[src/rtl/core/bgd_pkg.sv]
// ----------------------------------------------------------------------------
// bgd_pkg
// Shared types and constants for the button gesture detector.
// ----------------------------------------------------------------------------
package bgd_pkg;

  localparam int unsigned TimerW   = 16;
  localparam int unsigned ClicksW  = 3;
  localparam int unsigned EventW   = 3;
  localparam int unsigned CfgIdxW  = 2;

  localparam logic [TimerW-1:0] DebounceReset  = 16'd20;
  localparam logic [TimerW-1:0] LongPressReset = 16'd800;
  localparam logic [TimerW-1:0] ClickGapReset  = 16'd400;

  localparam logic [TimerW-1:0]  TimerMax  = {TimerW{1'b1}};
  localparam logic [ClicksW-1:0] ClicksMax = {ClicksW{1'b1}};
  localparam logic [ClicksW-1:0] ClicksReportMax = 3'd3;

  localparam logic [CfgIdxW-1:0] REG_DEBOUNCE   = 2'd0;
  localparam logic [CfgIdxW-1:0] REG_LONG_PRESS = 2'd1;
  localparam logic [CfgIdxW-1:0] REG_CLICK_GAP  = 2'd2;

  localparam logic [EventW-1:0] EV_NONE   = 3'd0;
  localparam logic [EventW-1:0] EV_LONG   = 3'd1;
  localparam logic [EventW-1:0] EV_SINGLE = 3'd2;
  localparam logic [EventW-1:0] EV_DOUBLE = 3'd3;
  localparam logic [EventW-1:0] EV_TRIPLE = 3'd4;

  typedef enum logic [3:0] {
    PH_IDLE        = 4'b0001,
    PH_DEB_PRESS   = 4'b0010,
    PH_PRESSED     = 4'b0100,
    PH_DEB_RELEASE = 4'b1000
  } phase_e;

endpackage

[src/rtl/core/button_gesture_detector.sv]
// ----------------------------------------------------------------------------
// button_gesture_detector
// Debounce, long press and single/double/triple click detection per tick.
// ----------------------------------------------------------------------------
// Each request is one tick carrying the raw pin level (0 pressed). The block
// returns exactly one result per request: a gesture event (0 none, 1 long
// press, 2..4 single to triple click) and the debounced pressed level. One
// request is taken every cycle unless a held result stalls the input; each request
// passes the input register, then the result register, and the per-tick
// phase and counter update sits between those two registers. Registers may be
// written only while no request is in flight; the port is always ready.
// ----------------------------------------------------------------------------
module button_gesture_detector import bgd_pkg::*; (
  input  logic               clk_i,
  input  logic               rst_ni,
  input  logic               cfg_valid_i,
  output logic               cfg_ready_o,
  input  logic [CfgIdxW-1:0] cfg_index_i,
  input  logic [TimerW-1:0]  cfg_data_i,
  input  logic               in_valid_i,
  output logic               in_ready_o,
  input  logic               raw_level_i,
  output logic               out_valid_o,
  input  logic               out_ready_i,
  output logic [EventW-1:0]  gesture_event_o,
  output logic               debounced_pressed_o
);

  logic [TimerW-1:0]  debounce_q, long_press_q, click_gap_q;

  logic               s1_valid_q;
  logic               level_q;
  logic               advance;

  phase_e             phase_q, phase_d, phase_mid;
  logic [TimerW-1:0]  timer_q, timer_d, timer_mid, timer_dec, hold_q, hold_d, hold_inc;
  logic [ClicksW-1:0] clicks_q, clicks_d, clicks_mid;
  logic               long_q, long_d;
  logic               expire1, expire2;
  logic [EventW-1:0]  event_d;

  logic               out_valid_q;
  logic [EventW-1:0]  event_q;
  logic               pressed_q;

  assign cfg_ready_o = 1'b1;

  always_ff @(posedge clk_i or negedge rst_ni) begin
    if (!rst_ni) begin
      debounce_q   <= DebounceReset;
      long_press_q <= LongPressReset;
      click_gap_q  <= ClickGapReset;
    end else if (cfg_valid_i) begin
      unique case (cfg_index_i)
        REG_DEBOUNCE:   debounce_q   <= cfg_data_i;
        REG_LONG_PRESS: long_press_q <= cfg_data_i;
        REG_CLICK_GAP:  click_gap_q  <= cfg_data_i;
        default: ;
      endcase
    end
  end

  // Input register and its handoff to the result register
  assign advance    = s1_valid_q && (!out_valid_q || out_ready_i);
  assign in_ready_o = !s1_valid_q || advance;

  always_ff @(posedge clk_i or negedge rst_ni) begin
    if (!rst_ni) begin
      s1_valid_q <= 1'b0;
    end else if (in_valid_i && in_ready_o) begin
      s1_valid_q <= 1'b1;
    end else if (advance) begin
      s1_valid_q <= 1'b0;
    end
  end

  always_ff @(posedge clk_i) begin
    if (in_valid_i && in_ready_o) begin
      level_q <= raw_level_i;
    end
  end

  // Phase machine, then click gap check on the updated state
  assign expire1   = (timer_q <= 16'd1);
  assign timer_dec = expire1 ? '0 : timer_q - 16'd1;
  assign hold_inc  = (hold_q == TimerMax) ? hold_q : hold_q + 16'd1;
  assign expire2   = (timer_mid <= 16'd1);

  always_comb begin
    phase_mid  = phase_q;
    timer_mid  = timer_q;
    hold_d     = hold_q;
    clicks_mid = clicks_q;
    long_d     = long_q;
    event_d    = EV_NONE;
    unique case (phase_q)
      PH_IDLE: begin
        if (!level_q) begin
          phase_mid = PH_DEB_PRESS;
          timer_mid = debounce_q;
        end
      end
      PH_DEB_PRESS: begin
        if (!level_q) begin
          timer_mid = timer_dec;
          if (expire1) begin
            phase_mid = PH_PRESSED;
            hold_d    = '0;
            long_d    = 1'b0;
          end
        end else begin
          phase_mid = PH_IDLE;
        end
      end
      PH_PRESSED: begin
        hold_d = hold_inc;
        if (!long_q && (hold_inc >= long_press_q)) begin
          long_d  = 1'b1;
          event_d = EV_LONG;
        end
        if (level_q) begin
          phase_mid = PH_DEB_RELEASE;
          timer_mid = debounce_q;
        end
      end
      PH_DEB_RELEASE: begin
        if (level_q) begin
          timer_mid = timer_dec;
          if (expire1) begin
            phase_mid = PH_IDLE;
            if (!long_q) begin
              if (clicks_q != ClicksMax) clicks_mid = clicks_q + 3'd1;
              timer_mid = click_gap_q;
            end else begin
              clicks_mid = '0;
            end
          end
        end else begin
          phase_mid = PH_PRESSED;
        end
      end
      default: begin
        phase_mid = PH_IDLE;
      end
    endcase

    phase_d  = phase_mid;
    timer_d  = timer_mid;
    clicks_d = clicks_mid;
    if ((clicks_mid != '0) && (phase_mid == PH_IDLE)) begin
      timer_d = expire2 ? '0 : timer_mid - 16'd1;
      if (expire2) begin
        if (clicks_mid <= ClicksReportMax) event_d = clicks_mid + 3'd1;
        clicks_d = '0;
      end
    end
  end

  always_ff @(posedge clk_i or negedge rst_ni) begin
    if (!rst_ni) begin
      phase_q  <= PH_IDLE;
      timer_q  <= '0;
      hold_q   <= '0;
      clicks_q <= '0;
      long_q   <= 1'b0;
    end else if (advance) begin
      phase_q  <= phase_d;
      timer_q  <= timer_d;
      hold_q   <= hold_d;
      clicks_q <= clicks_d;
      long_q   <= long_d;
    end
  end

  // Result register
  always_ff @(posedge clk_i or negedge rst_ni) begin
    if (!rst_ni) begin
      out_valid_q <= 1'b0;
    end else if (advance) begin
      out_valid_q <= 1'b1;
    end else if (out_ready_i) begin
      out_valid_q <= 1'b0;
    end
  end

  always_ff @(posedge clk_i) begin
    if (advance) begin
      event_q   <= event_d;
      pressed_q <= (phase_d == PH_PRESSED) || (phase_d == PH_DEB_RELEASE);
    end
  end

  assign out_valid_o         = out_valid_q;
  assign gesture_event_o     = event_q;
  assign debounced_pressed_o = pressed_q;

  a_long_while_pressed: assert property (@(posedge clk_i) disable iff (!rst_ni)
    (out_valid_o && gesture_event_o == EV_LONG) |-> debounced_pressed_o)
    else $error("long press reported while not pressed");

  a_click_while_idle: assert property (@(posedge clk_i) disable iff (!rst_ni)
    (out_valid_o && (gesture_event_o == EV_SINGLE || gesture_event_o == EV_DOUBLE ||
                     gesture_event_o == EV_TRIPLE)) |-> !debounced_pressed_o)
    else $error("click reported while pressed");

  a_hold_monotonic: assert property (@(posedge clk_i) disable iff (!rst_ni)
    (phase_q == PH_PRESSED && $past(phase_q) == PH_PRESSED) |-> (hold_q >= $past(hold_q)))
    else $error("hold time decreased during a press");

  a_long_clear: assert property (@(posedge clk_i) disable iff (!rst_ni)
    $fell(long_q) |-> (phase_q == PH_PRESSED))
    else $error("long press flag cleared outside press entry");

  a_no_update_without_request: assert property (@(posedge clk_i) disable iff (!rst_ni)
    !$past(advance) |-> ($stable(phase_q) && $stable(timer_q) && $stable(clicks_q)))
    else $error("state changed without a request");

endmodule

[config.mk]
export PLATFORM = sky130hd
export DESIGN_NAME = button_gesture_detector
export DESIGN_NICKNAME = d
export VERILOG_FILES = /design/src/rtl/core/bgd_pkg.sv /design/src/rtl/core/button_gesture_detector.sv
export SDC_FILE = /design/constraint.sdc
export NUM_CORES = 1
export LEC_CHECK = 0
export ABC_AREA = 1
export BUFFER_PORTS_ARGS = -buffer_cell sky130_fd_sc_hd__buf_2
export CAP_MARGIN = 20
export CORE_MARGIN = 10
export CORE_UTILIZATION = 25
export CTS_CLUSTER_DIAMETER = 50
export DETAILED_ROUTE_END_ITERATION = 7
export PLACE_DENSITY_LB_ADDON = 0.12
export SLEW_MARGIN = 20
export SYNTH_ARGS = -nofsm -noshare
export SYNTH_HDL_FRONTEND = slang
export SYNTH_SLANG_ARGS = --single-unit
[constraint.sdc]
create_clock -name clk_i -period 2.94 [get_ports clk_i]
set_input_delay 0.294 -clock clk_i [delete_from_list [all_inputs] [get_ports clk_i]]
set_output_delay 0.294 -clock clk_i [all_outputs]
set_load 0.02 [all_outputs]
==> results.sh <==
export IMPL_ioPinCount=31
export IMPL_yosysSeqAreaShare=0.349
export IMPL_min_period_ns=3.12
export IMPL_rsz0062_at_grt="yes"
export IMPL_slew_viol_final=0
export IMPL_clk_pin_slew_ns=0.07
export IMPL_worstSetupEndpointType="flop"
export IMPL_avgViaCountPerCell=4.53
export IMPL_clk_path_buf_depth=2
export IMPL_start_kind="flop"
export IMPL_cp_required_ns=3.04
export IMPL_numCtsBuffers=9
export IMPL_synthFlopType="dfrtp_1"
export IMPL_drive_gt1_frac=0.287
export IMPL_antenna_found_initial=0
export IMPL_seqPwrFrac=0.217
export IMPL_violations="setup timing"
export IMPL_postSynthCellCount=1008
export IMPL_fin_nets=1227
export IMPL_die_h_um=186
export IMPL_grt_pass1_vias=7014
export IMPL_ys_warn_count=0
export IMPL_setup_tns_ns=-0.312
export IMPL_p_leak_nw=4.57
export IMPL_yosysMostFrequentCell="nand2_1"
export IMPL_ir_worst_vdd_mv=0.309
export IMPL_syn_area_per_cell_um2=6.86
export IMPL_hp_class="input port to flop"
export IMPL_rows=60
export IMPL_drt_pass1_iter_count=5
export IMPL_synthesis_nets=1057
export IMPL_synthTopCellsByCount="nand2_1 (274), inv_1 (135), o21ai_0 (92)"
export IMPL_p_int_w=0.00478
export IMPL_p_per_area_nw_per_um2=955
export IMPL_cp_slowest_cell="dfrtp_1"
export IMPL_n_antenna_cell=0
export IMPL_drcViolationCount=0
export IMPL_htreeDepth=3
export IMPL_grt_first_pass_wirelength_um=39800
export IMPL_grt_max_degree=91
export IMPL_wirelength_um=25100
export IMPL_ys_types=43
export IMPL_async_flop_share=0.947
export IMPL_vias=7047
export IMPL_antenna_left=0
export IMPL_slew_headroom=0.287
export IMPL_fmax_mhz=320
export IMPL_finalCoreUtilization=0.346
export IMPL_drv_cap=0
export IMPL_skew_ns=0.0161
export IMPL_die_x_um=186
export IMPL_wire_per_inst_um=16.1
export IMPL_gp_congestion=0.888
export IMPL_die_area_um2=34700
export IMPL_core_area_um2=27100
export IMPL_clkPwrFrac=0.143
export IMPL_yosys_top_cells_area="dfrtp_1 (29%), nand2_1 (15%), inv_1 (7.3%), o21ai_0 (6.7%), nand3_1 (6.4%)"
export IMPL_cts_tree="done"
export IMPL_n_fill_cell=2947
export IMPL_placed_cell_area_um2=8450
export IMPL_path_class="flop to flop"
export IMPL_synth_edf_count=5
export IMPL_cts_sinks=95
export IMPL_timing_final_hold_violations=0
export IMPL_preCtsSetupSlack_ns=-0.432
export IMPL_final_area_um2=9380
export IMPL_status="finished, violations left"
export IMPL_synthesis_area_um2=6910
export IMPL_grt_usage=0.142
export IMPL_p_comb_frac=0.641
export IMPL_syn_to_final_growth_pct=35.7
export IMPL_cts_root_buf="clkbuf_16"
export IMPL_tightest_slew_ns=1.07
export IMPL_cp_max_fo=5
export IMPL_p_switching_w=0.00418
export IMPL_io_buffers=29
export IMPL_dpl_hpwl_um=19300
export IMPL_drtIter0Drc=486
export IMPL_clkLatencyLatePin_ns=0.36
export IMPL_slowest_delay_ns=0.35
export IMPL_floorplan_initialDensity=0.255
export IMPL_timing_critical_path_cells="ha_2, inv_2, nor3_4, nand3_2, nor3_2, nand3_1, nor2_1, nand3_2, buf_4, nand4_1, xor2_1, ha_1, a21oi_1, o31ai_4, a21oi_2, o21ai_2, nand3_1, nand2_1"
export IMPL_yosysTopAreaCell="dfrtp_1"
export IMPL_ys_ff_latch=95
export IMPL_period_share=1.06
export IMPL_setup_violations=2
export IMPL_swShare=0.466
export IMPL_cp_arrival_ns=3.22
export IMPL_yosysTopAreaCellShare=0.293
export IMPL_grt_overflow_total=0
export IMPL_fin_ws_ns=-0.183
==> metal layers <==
layer	track usage	part of all wire	vias up
met5	0	0	-
met4	0.0294	0.012	0
met3	0.0168	0.024	17
met2	0.227	0.45	106
met1	0.201	0.51	3310
li1	-	-	3614
==> critical path: cells and delay by family (launching register included) <==
family | cells | cell delay (ns)
flip-flops | 1 | 0.35
AO/OA/AOI/OAI | 4 | 0.61
XOR/XNOR | 1 | 0.20
AND/OR/NAND/NOR | 9 | 1.01
buffers and inverters | 2 | 0.23
adder cells (fa/ha/maj) | 2 | 0.47
==> placed cells by master, fill, tap and decap left out, types with 4 or more instances in the layout <==
cell type / count
a21oi_1: 19
a21oi_2: 7
buf_12: 4
buf_2: 28
buf_4: 150
buf_6: 5
clkbuf_16: 10
clkinv_1: 6
dfrtp_1: 80
dfstp_2: 9
edfxtp_1: 5
ha_1: 18
ha_4: 5
inv_1: 125
inv_2: 16
nand2_1: 266
nand2_2: 12
nand2_4: 7
nand3_1: 84
nand3_2: 8
nand4_1: 27
nor2_1: 72
nor2_2: 17
nor2_4: 10
nor3_1: 8
nor3_2: 4
o211ai_1: 19
o21ai_0: 81
o21ai_1: 6
o21ai_2: 15
o22ai_1: 9
xor2_1: 8
xor2_2: 4
==> cell type report <==
class                      count  area (µm²)  share of cell area
clock buffer                  12         256              0.0273
sequential                    95        2410               0.257
clock inverter                 4        52.6             0.00560
inverter                     150         573              0.0611
timing repair buffer         189        1440               0.153
tap                          372         465              0.0496
multi-input combinational    733        4180               0.446
==> cell families after synthesis <==
| group | share of synthesized area |
|---|---|
| AOI/OAI and AO/OA | 0.132 |
| xor gates and xnor gates | 0.0190 |
| adders and majority gates | 0.0452 |
| buffers and inverters | 0.105 |
| DFF | 0.349 |
| other | 0.000542 |
| and+or+nand+nor | 0.349 |
==> state kept, by name (all words and copies together), names as in the netlist <==
register / cells
out_valid_o: 1
s1_valid_q: 1
phase_q: 4
click_gap_q: 16
clicks_q: 3
hold_q: 16
debounced_pressed_o: 1
debounce_q: 16
level_q: 1
timer_q: 16
long_press_q: 16
long_q: 1
gesture_event_o: 3
==> power groups by stage <==
stage	Sequential (W)	Clock (W)	Combinational [W]
final	0.00194	0.00128	0.00574
after global placement	0.00195	0	0.00511
after CTS	0.00193	0.00132	0.00524
after detailed placement	0.00194	0	0.00509
after global routing	0.00198	0.00136	0.00638
after floorplan	0.00194	0	0.00277
==> final timing paths <==
path                                   from                 end  slack (ns)  cells after the start
setup reg to reg                  hold_q[0]  gesture_event_o[0]       -0.18                     18
max in group asynchronous            rst_ni      click_gap_q[4]        2.00                      3
setup / recovery                  hold_q[0]  gesture_event_o[0]       -0.18                     18
min in group asynchronous            rst_ni         out_valid_o        0.52                      3
hold / removal                  raw_level_i             level_q        0.11                      1
hold reg to reg            long_press_q[14]    long_press_q[14]        0.48                      2
==> stage by stage <==
stage	instances	hold WS (ns)	power [W]
floorplan	1008	-0.00159	0.00472
global placement	1513	0.386	0.00706
detailed placement	1513	0.380	0.00704
CTS	1540	0.101	0.00849
global route	1555	0.104	0.00973
finish	1555	0.113	0.00895
==> what timing repair did <==
action,CTS,global route
endpoints found under the setup margin,22,23
pin swaps,10,25
endpoints found under the hold margin,1,0
hold buffers,1,0
gates cloned,0,3
resized for setup,21,83
buffers inserted,10,12
Note: power is estimated with default switching activity, not from simulation.
